<file path="config.mk">
export PLATFORM = sky130hd
export DESIGN_NAME = fit_policy_block_allocator_unit
export DESIGN_NICKNAME = d
export VERILOG_FILES = /design/src/rtl/fpba_pkg.sv /design/src/rtl/fpba_cell.sv /design/src/rtl/fit_policy_block_allocator_unit.sv
export SDC_FILE = /design/constraint.sdc
export NUM_CORES = 2
export LEC_CHECK = 0
export ABC_AREA = 1
export BUFFER_PORTS_ARGS = -buffer_cell sky130_fd_sc_hd__buf_2
export CAP_MARGIN = 20
export CORE_AREA = 2 2 461 463
export CTS_BUF_LIST = sky130_fd_sc_hd__clkbuf_4 sky130_fd_sc_hd__clkbuf_8
export DETAILED_ROUTE_END_ITERATION = 10
export DIE_AREA = 0 0 463 465
export HOLD_SLACK_MARGIN = 0.03
export SETUP_SLACK_MARGIN = 0.02
export SLEW_MARGIN = 15
export SYNTH_ARGS = -nofsm -noshare
export SYNTH_HDL_FRONTEND = slang
export SYNTH_SLANG_ARGS = --single-unit
</file>
<file path="constraint.sdc">
create_clock -name clock -period 3.5 [get_ports clock]
set_input_delay 0.175 -clock clock [delete_from_list [all_inputs] [get_ports clock]]
set_output_delay 0.175 -clock clock [all_outputs]
set_load 0.01 [all_outputs]
</file>
<file path="src/rtl/fpba_pkg.sv">
package fpba_pkg;

   // default sizing
   localparam int MAX_BLOCKS_DEF = 32;
   localparam int SIZE_BITS_DEF  = 16;

   // configuration port
   localparam int CSR_INDEX_BITS = 2;
   localparam int CSR_DATA_BITS  = 6;

   localparam logic [CSR_INDEX_BITS-1:0] REG_FIT_MODE    = 2'd0;
   localparam logic [CSR_INDEX_BITS-1:0] REG_BLOCK_COUNT = 2'd1;

   localparam logic [5:0] BLOCK_COUNT_RESET = 6'd32;

   // placement policy; the unused code behaves as first fit
   typedef enum logic [1:0] {
      MODE_FIRST = 2'd0,
      MODE_BEST  = 2'd1,
      MODE_WORST = 2'd2
   } mode_type;

   typedef enum logic [1:0] {
      STATUS_LOADED    = 2'd0,
      STATUS_ALLOCATED = 2'd1,
      STATUS_NOFIT     = 2'd2
   } status_type;

   typedef enum logic [1:0] {
      ST_IDLE = 2'd0,
      ST_SCAN = 2'd1,
      ST_DONE = 2'd2
   } state_type;

   typedef struct packed {
      logic        func;
      logic [4:0]  block_index;
      logic [15:0] size;
   } req_type;

   typedef struct packed {
      logic [1:0]  status;
      logic [4:0]  chosen_block;
      logic [15:0] remaining;
   } rsp_type;

endpackage

</file>
<file path="src/rtl/fpba_cell.sv">
module fpba_cell #(
   parameter int SIZE_BITS  = fpba_pkg::SIZE_BITS_DEF,
   parameter int IDX_BITS   = 5,
   parameter int CELL_INDEX = 0
) (
   input  logic                 clock,
   input  logic                 reset,
   input  logic [1:0]           mode,
   input  logic [5:0]           block_count,
   input  logic [SIZE_BITS-1:0] req_size,
   input  logic [1+IDX_BITS+SIZE_BITS-1:0] commit_in,
   input  logic [2+IDX_BITS+SIZE_BITS-1:0] cand_in,
   output logic [2+IDX_BITS+SIZE_BITS-1:0] cand_out
);

   typedef struct packed {
      logic                 live;
      logic                 found;
      logic [IDX_BITS-1:0]  pick;
      logic [SIZE_BITS-1:0] val;
   } cand_type;

   typedef struct packed {
      logic                 we;
      logic [IDX_BITS-1:0]  index;
      logic [SIZE_BITS-1:0] value;
   } commit_type;

   cand_type   cin;
   cand_type   cand_ff;
   cand_type   cand_in_next;
   commit_type cmt;

   logic [SIZE_BITS-1:0] free_ff;
   logic [SIZE_BITS-1:0] free_in;
   logic                 active;
   logic                 fits;
   logic                 take;

   assign cin      = cand_type'(cand_in);
   assign cmt      = commit_type'(commit_in);
   assign cand_out = cand_ff;

   // only blocks below the in-use count take part
   assign active = 9'(CELL_INDEX) < {3'b000, block_count};
   assign fits   = cin.live && active && (req_size <= free_ff);

   always_comb begin
      take = 1'b0;
      if (fits) begin
         if (!cin.found) begin
            take = 1'b1;
         end else if (mode == fpba_pkg::MODE_BEST) begin
            take = free_ff < cin.val;
         end else if (mode == fpba_pkg::MODE_WORST) begin
            take = free_ff > cin.val;
         end
      end
   end

   always_comb begin
      cand_in_next = cin;
      if (take) begin
         cand_in_next.found = 1'b1;
         cand_in_next.pick  = IDX_BITS'(CELL_INDEX);
         cand_in_next.val   = free_ff;
      end
   end

   always_comb begin
      free_in = free_ff;
      if (cmt.we && (cmt.index == IDX_BITS'(CELL_INDEX))) begin
         free_in = cmt.value;
      end
   end

   always_ff @(posedge clock) begin
      if (reset) begin
         free_ff      <= '0;
         cand_ff.live <= 1'b0;
      end else begin
         free_ff      <= free_in;
         cand_ff.live <= cand_in_next.live;
      end
      cand_ff.found <= cand_in_next.found;
      cand_ff.pick  <= cand_in_next.pick;
      cand_ff.val   <= cand_in_next.val;
   end

endmodule

</file>
<file path="src/rtl/fit_policy_block_allocator_unit.sv">
// Block allocator with first, best and worst fit placement. Each of MAX_BLOCKS cells in a row
// holds one block's free size. A load beat goes straight to the finishing state, where it writes
// one block and answers once the output register is free. A request beat sends a search token
// down the row, one cell per cycle; each cell in use checks the requested size against its
// block and hands the best candidate so far to its neighbor. When the token leaves the last
// cell its result is captured; the chosen block is charged and the result written when the
// output register is free. One item is in flight at a time; the next beat is taken as soon as the
// result sits in the output register, even while that result waits to be taken. fit_mode
// selects the policy (code 3 acts as first fit), block_count limits the scan to the low blocks,
// and ties go to the lowest index. Write the configuration only while the block is idle.
module fit_policy_block_allocator_unit #(
   parameter int MAX_BLOCKS = fpba_pkg::MAX_BLOCKS_DEF,
   parameter int SIZE_BITS  = fpba_pkg::SIZE_BITS_DEF
) (
   input  logic                                clock,
   input  logic                                reset,
   // request channel
   input  logic                                req_valid,
   output logic                                req_stall,
   input  fpba_pkg::req_type                   req_data,
   // result channel
   output logic                                rsp_valid,
   input  logic                                rsp_stall,
   output fpba_pkg::rsp_type                   rsp_data,
   // configuration writes
   input  logic                                csr_we,
   input  logic [fpba_pkg::CSR_INDEX_BITS-1:0] csr_index,
   input  logic [fpba_pkg::CSR_DATA_BITS-1:0]  csr_wdata
);

   localparam int IDX_BITS = (MAX_BLOCKS > 1) ? $clog2(MAX_BLOCKS) : 1;
   localparam int IW       = (IDX_BITS > 5) ? IDX_BITS : 5;    // index widening width
   localparam int VW       = (SIZE_BITS > 16) ? SIZE_BITS : 16; // size widening width
   localparam int CAND_W   = 2 + IDX_BITS + SIZE_BITS;
   localparam int CMT_W    = 1 + IDX_BITS + SIZE_BITS;

   // search token handed cell to cell
   typedef struct packed {
      logic                 live;
      logic                 found;
      logic [IDX_BITS-1:0]  pick;
      logic [SIZE_BITS-1:0] val;
   } cand_type;

   // write-back to one cell
   typedef struct packed {
      logic                 we;
      logic [IDX_BITS-1:0]  index;
      logic [SIZE_BITS-1:0] value;
   } commit_type;

   fpba_pkg::state_type state_ff;
   fpba_pkg::state_type state_in;

   logic [1:0]        fit_mode_ff;
   logic [5:0]        block_count_ff;
   fpba_pkg::req_type req_ff;
   logic              start_ff;
   logic              start_in;

   // captured result of the scan
   logic                 found_ff;
   logic [IDX_BITS-1:0]  pick_ff;
   logic [SIZE_BITS-1:0] val_ff;

   logic              rsp_valid_ff;
   logic              rsp_valid_in;
   fpba_pkg::rsp_type rsp_data_ff;
   fpba_pkg::rsp_type rsp_next;

   logic accept;
   logic out_free;
   logic load_ok;
   logic emit;

   logic [SIZE_BITS-1:0] req_val;
   logic [SIZE_BITS-1:0] left_val;
   logic [VW-1:0]        size_wide;
   logic [VW-1:0]        rem_wide;
   logic [IW-1:0]        load_idx_wide;
   logic [IW-1:0]        pick_wide;

   commit_type commit;
   cand_type   chain [MAX_BLOCKS+1];
   logic [MAX_BLOCKS-1:0] live_vec;

   assign accept   = req_valid && !req_stall;
   assign out_free = !rsp_valid_ff || !rsp_stall;

   // request size kept to SIZE_BITS
   assign size_wide = VW'(req_ff.size);
   assign req_val   = size_wide[SIZE_BITS-1:0];

   // load index into the table range
   assign load_idx_wide = IW'(req_ff.block_index);
   assign load_ok       = {4'b0000, req_ff.block_index} < 9'(MAX_BLOCKS);
   assign pick_wide     = IW'(pick_ff);
   assign left_val      = val_ff - req_val;

   // configuration registers
   always_ff @(posedge clock) begin
      if (reset) begin
         fit_mode_ff    <= fpba_pkg::MODE_FIRST;
         block_count_ff <= fpba_pkg::BLOCK_COUNT_RESET;
      end else if (csr_we) begin
         if (csr_index == fpba_pkg::REG_FIT_MODE) begin
            fit_mode_ff <= csr_wdata[1:0];
         end else if (csr_index == fpba_pkg::REG_BLOCK_COUNT) begin
            block_count_ff <= csr_wdata[5:0];
         end
      end
   end

   // next state
   always_comb begin
      state_in = state_ff;
      case (state_ff)
         fpba_pkg::ST_IDLE: begin
            if (accept) begin
               state_in = req_data.func ? fpba_pkg::ST_SCAN : fpba_pkg::ST_DONE;
            end
         end
         fpba_pkg::ST_SCAN: begin
            if (chain[MAX_BLOCKS].live) begin
               state_in = fpba_pkg::ST_DONE;
            end
         end
         fpba_pkg::ST_DONE: begin
            if (out_free) begin
               state_in = fpba_pkg::ST_IDLE;
            end
         end
         default: state_in = fpba_pkg::ST_IDLE;
      endcase
   end

   // state outputs
   always_comb begin
      req_stall = 1'b1;
      emit      = 1'b0;
      case (state_ff)
         fpba_pkg::ST_IDLE: req_stall = 1'b0;
         fpba_pkg::ST_SCAN: req_stall = 1'b1;
         fpba_pkg::ST_DONE: emit      = out_free;
         default:           req_stall = 1'b1;
      endcase
   end

   // result and write-back for the finished item
   always_comb begin
      rsp_next     = '0;
      commit       = '0;
      commit.index = pick_ff;
      commit.value = left_val;
      if (!req_ff.func) begin
         rsp_next.status       = fpba_pkg::STATUS_LOADED;
         rsp_next.chosen_block = req_ff.block_index;
         commit.index          = load_idx_wide[IDX_BITS-1:0];
         commit.value          = req_val;
         if (load_ok) begin
            rem_wide           = VW'(req_val);
            rsp_next.remaining = rem_wide[15:0];
            commit.we          = emit;
         end else begin
            rem_wide = '0;
         end
      end else if (found_ff) begin
         rem_wide              = VW'(left_val);
         rsp_next.status       = fpba_pkg::STATUS_ALLOCATED;
         rsp_next.chosen_block = pick_wide[4:0];
         rsp_next.remaining    = rem_wide[15:0];
         commit.we             = emit;
      end else begin
         rem_wide        = '0;
         rsp_next.status = fpba_pkg::STATUS_NOFIT;
      end
   end

   // a request launches the token in the cycle after acceptance
   assign start_in = accept && req_data.func;

   assign chain[0] = '{live: start_ff, found: 1'b0, pick: '0, val: '0};

   for (genvar k = 0; k < MAX_BLOCKS; k++) begin : g_cell
      fpba_cell #(
         .SIZE_BITS  (SIZE_BITS),
         .IDX_BITS   (IDX_BITS),
         .CELL_INDEX (k)
      ) u_cell (
         .clock       (clock),
         .reset       (reset),
         .mode        (fit_mode_ff),
         .block_count (block_count_ff),
         .req_size    (req_val),
         .commit_in   (CMT_W'(commit)),
         .cand_in     (CAND_W'(chain[k])),
         .cand_out    (chain[k+1])
      );
      assign live_vec[k] = chain[k+1].live;
   end

   assign rsp_valid_in = emit || (rsp_valid_ff && rsp_stall);

   always_ff @(posedge clock) begin
      if (reset) begin
         state_ff     <= fpba_pkg::ST_IDLE;
         start_ff     <= 1'b0;
         rsp_valid_ff <= 1'b0;
      end else begin
         state_ff     <= state_in;
         start_ff     <= start_in;
         rsp_valid_ff <= rsp_valid_in;
      end
   end

   // payload registers
   always_ff @(posedge clock) begin
      if (accept) begin
         req_ff <= req_data;
      end
      if (accept) begin
         found_ff <= 1'b0;
      end else if ((state_ff == fpba_pkg::ST_SCAN) && chain[MAX_BLOCKS].live) begin
         found_ff <= chain[MAX_BLOCKS].found;
         pick_ff  <= chain[MAX_BLOCKS].pick;
         val_ff   <= chain[MAX_BLOCKS].val;
      end
      if (emit) begin
         rsp_data_ff <= rsp_next;
      end
   end

   assign rsp_valid = rsp_valid_ff;
   assign rsp_data  = rsp_data_ff;

   // a new result beat only follows the finishing state
   a_rsp_from_done: assert property (@(posedge clock) disable iff (reset)
      $rose(rsp_valid_ff) |-> $past(state_ff == fpba_pkg::ST_DONE))
      else $error("result beat without a finished item");

   // the token leaves the row only during a scan
   a_tail_in_scan: assert property (@(posedge clock) disable iff (reset)
      chain[MAX_BLOCKS].live |-> (state_ff == fpba_pkg::ST_SCAN))
      else $error("search token outside a scan");

   // never more than one token in the row
   a_one_token: assert property (@(posedge clock) disable iff (reset)
      $onehot0(live_vec))
      else $error("more than one search token in flight");

   // a chosen block always covers the request
   a_fit_covers: assert property (@(posedge clock) disable iff (reset)
      ((state_ff == fpba_pkg::ST_DONE) && req_ff.func && found_ff) |-> (val_ff >= req_val))
      else $error("chosen block smaller than the request");

endmodule

</file>
==> results.toml <==
[floorplan]
ioPinCount = 60
die_y_um = 465
die_area_mm2 = 0.215
core_mm2 = 0.211
die_w_um = 463
start_util_pct = 34.7
placementRows = 169

[grt]
grt_use_met1_pct = 29.1
grt_max_degree = 158
grt_pass1_wl_um = 387000
busiest_layer = "met2"
grt.met2_usage_pct = 38.9
grt_pass1_vias = 64100
antenna_found_initial = 8
grt-ovfl-total = 0
grt_usage_pct = 23.5
use_met3_pct = 4.26

[detailed_routing]
drt_iter0_drc = 6263
wirelength_um = 261000
antenna_left = 0
routedWlPerCell_um = 19.6
dr_total_vias = 67200
dr.pass1.iters = 6
drcViolationCount = 0
viasPerCell = 5.05

[synth]
synth_compound_area_share_pct = 10.9
synth_top_cell_by_area = "dfxtp_1"
syn_inst = 10100
synthAdderAreaFrac_pct = 17.5
synth-xor-area-share_pct = 0.0359
synth_area_mm2 = 0.0731
yosys.area_share.simple_pct = 23.5
synth.net_count = 11200
synthDistinctLibCells = 45
synth_edf_count = 66
avgSynthCellArea_um2 = 7.24
yosysSeqAreaShare_pct = 36.4
netlist.area_leader.share_pct = 33.7
ys_ff_latch = 1296
ys_warn_count = 0
async_flop_share_pct = 0
synth_top_family_by_area = "simple AND/OR/NAND/NOR gates"
synth_ff_type = "dfxtp_1"
muxShareOfSynthArea_pct = 0
synthTopCellsByArea = "dfxtp_1 34%, ha_1 18%, nand2_1 13%"

[sta]
fin_skew_ns = 0.0564
rsz0062_at_grt = "no"
setup_violations = 0
finalCritPeriodShare_pct = 87.5
maxSlewViolCount = 0
tightestPinTransition_ns = 1.20
period_minus_slack_ns = 3.06
setup_ws_ns = 0.438
setup_tns_ns = 0
finalHoldViolCount = 0
slew_headroom_pct = 20.1
fmax_ghz = 0.327

[flow_run]
maxCapViolCount = 0

[worst_setup_path]
path_max_fanout = 32
worst_path_largest_cell_delay_ns = 0.78
crit_path_cell_trace = "buf_4 > ha_1 > nand2_1 > inv_1 > nand2_1 > nand2_1 > nand2_1 > nand2_1 > nand2_1 > nand2_1 > a21oi_1 > nand2_1 > nand2_1 > nand2_1"
crit_arrival_ns = 3.91
end_kind = "register"
cp_slowest_cell = "buf_4"
cpLargestDelayFamily = "simple AND/OR/NAND/NOR gates"
cp_common_cell = "nand2_1"
startpoint_type = "register"
cp.required_ns = 4.35
criticalPathCategory = "register to register"
worst-path-buf-inv = 2

[final_layout]
multi_input_area_mm2 = 0.0380
ff_latch_area_mm2 = 0.0266
drive_above_1_share_pct = 7.96
area_delta_synth_final_pct = 13.6
num-fill-cells = 21700
finalNetCount = 11400

[placed_design]
port_buffers = 59
dp_hpwl_um = 178000
gp_congestion = 0.964
dp_slack_ns = 0.549

[clock_network]
cts_made_buffers = 215
cts-resized-gates = 0
post_cts_buffers = 0
cts-root-buf = "clkbuf_8"
cts_sinks = 1296
cts.clk_slew.worst_paths_ns = 0.06
clock_latency_ns = 1.01
htree_levels = 4
cts_tree = "built"
clock_path_buffers = 3

[outcome]
run_status = "completed"

[power_and_ir_drop]
p_leak_nw = 39.9
p_per_area_mw_per_mm2 = 409
p_total_mw = 34.0
ir_worst_vdd_mv = 0.350

[worst_hold_path]
hp-class = "input pin to register"
## metrics by stage
step,hold slack (ns),std cells,area [um2],util [%]
CTS,0.0342,13300,83000,39.4
detailed placement,0.354,12800,77400,36.7
floorplan,0.274,10100,73100,-
global route,0.0875,13300,83000,39.4
global placement,0.354,12800,77400,36.7
finish,0.0816,13300,83000,39.4
## metal layers
metal | routed length [um] | share of wire [%] | up-vias
met1 | 107000 | 41 | 31200
li1 | - | - | 32700
met2 | 118000 | 45 | 2656
met3 | 21200 | 8.1 | 768
met5 | 14 | 0.0054 | -
met4 | 14600 | 5.6 | 2
## sequential cells by signal, indices dropped and copies added, names as in the netlist
| signal | cells |
|---|---|
| found_ff | 1 |
| val_ff | 16 |
| fit_mode_ff | 2 |
| req_val | 16 |
| rsp_data | 23 |
| block_count_ff | 6 |
| pick_ff | 5 |
| g_cell.u_cell.free_ff | 512 |
| req_ff | 1 |
| g_cell.u_cell.cand_out | 705 |
| rsp_valid | 1 |
| start_ff | 1 |
| load_idx_wide | 5 |
| state_ff | 2 |
## logic make-up after synthesis
kind of cell / after synthesis
compound gates: 1478
buf+inv: 2171
simple gates: 4125
flops: 1296
xor+xnor: 3
fa+ha+maj: 1024
## cells in the mapped netlist (all sizes together), types with 66 or more instances
library cell / number
nand2: 2578
o21ai: 374
nand3: 908
nor2: 498
inv: 1827
ha: 1023
edfxtp: 66
buf: 174
nand4: 67
dfxtp: 1230
a21oi: 955
clkbuf: 168
## report_power, final
| part | switching (mW) | leakage, nW | internal, mW | total (mW) |
|---|---|---|---|---|
| Clock | 6.83 | 2.61 | 8.51 | 15.3 |
| Sequential | 0.0836 | 10.5 | 15.0 | 15.1 |
| Combinational | 2.58 | 26.8 | 1.00 | 3.59 |
## timing repair
action                                  CTS  global route
hold endpoints to repair                262             0
endpoints found under the setup margin    0             0
hold buffers                             75             0
## path summary, 6_finish.rpt
check | start | end | slack, ns | depth (start not counted)
max | req_val[2]$_DFFE_PP_ | g_cell[19].u_cell.cand_out[13]$_DFF_P_ | 0.44 | 14
min | req_data[11] | req_val[11]$_DFFE_PP_ | 0.08 | 2
max reg2reg | req_val[2]$_DFFE_PP_ | g_cell[19].u_cell.cand_out[13]$_DFF_P_ | 0.44 | 14
min reg2reg | g_cell[31].u_cell.cand_out[5]$_DFF_P_ | val_ff[5]$_DFFE_PP_ | 0.40 | 0
## cell usage in the layout, fill, tap and decap left out, types with 3 or more instances in the layout
cell type and instances:
buf_12 32, nand3_2 6, o211ai_1 38, o21a_1 3
inv_2 26, inv_8 3, ha_1 1023, inv_1 1798
buf_4 181, nand2_2 28, nand3b_1 4, dfxtp_1 1230
buf_2 58, nor2_2 5, clkinv_8 3, o21ai_1 35
edfxtp_1 66, o21ai_0 336, inv_12 3, dlygate4sd3_1 75
or2_2 33, nand3_1 901, nand4_1 67, clkinv_2 46
nor2_1 475, nor3_1 37, a21oi_1 912, clkbuf_4 42
clkinvlp_4 5, nand2_1 2547, diode_2 4, clkbuf_8 274
clkinv_1 5, nor2_4 17, bufinv_16 13, a21boi_0 39
a21oi_2 43, inv_6 5, a21o_1 65
## cell type report
cell class | count | share of cell area [%]
Multi-Input combinational cell | 6630 | 45.8
Sequential cell | 1296 | 32.0
Inverter | 1829 | 8.29
Clock buffer | 316 | 4.92
Tap cell | 2821 | 4.25
Timing Repair Buffer | 347 | 3.68
Clock inverter | 81 | 1.01
Antenna cell | 4 | 0.0121
Power figures use the tool's default switching activity.
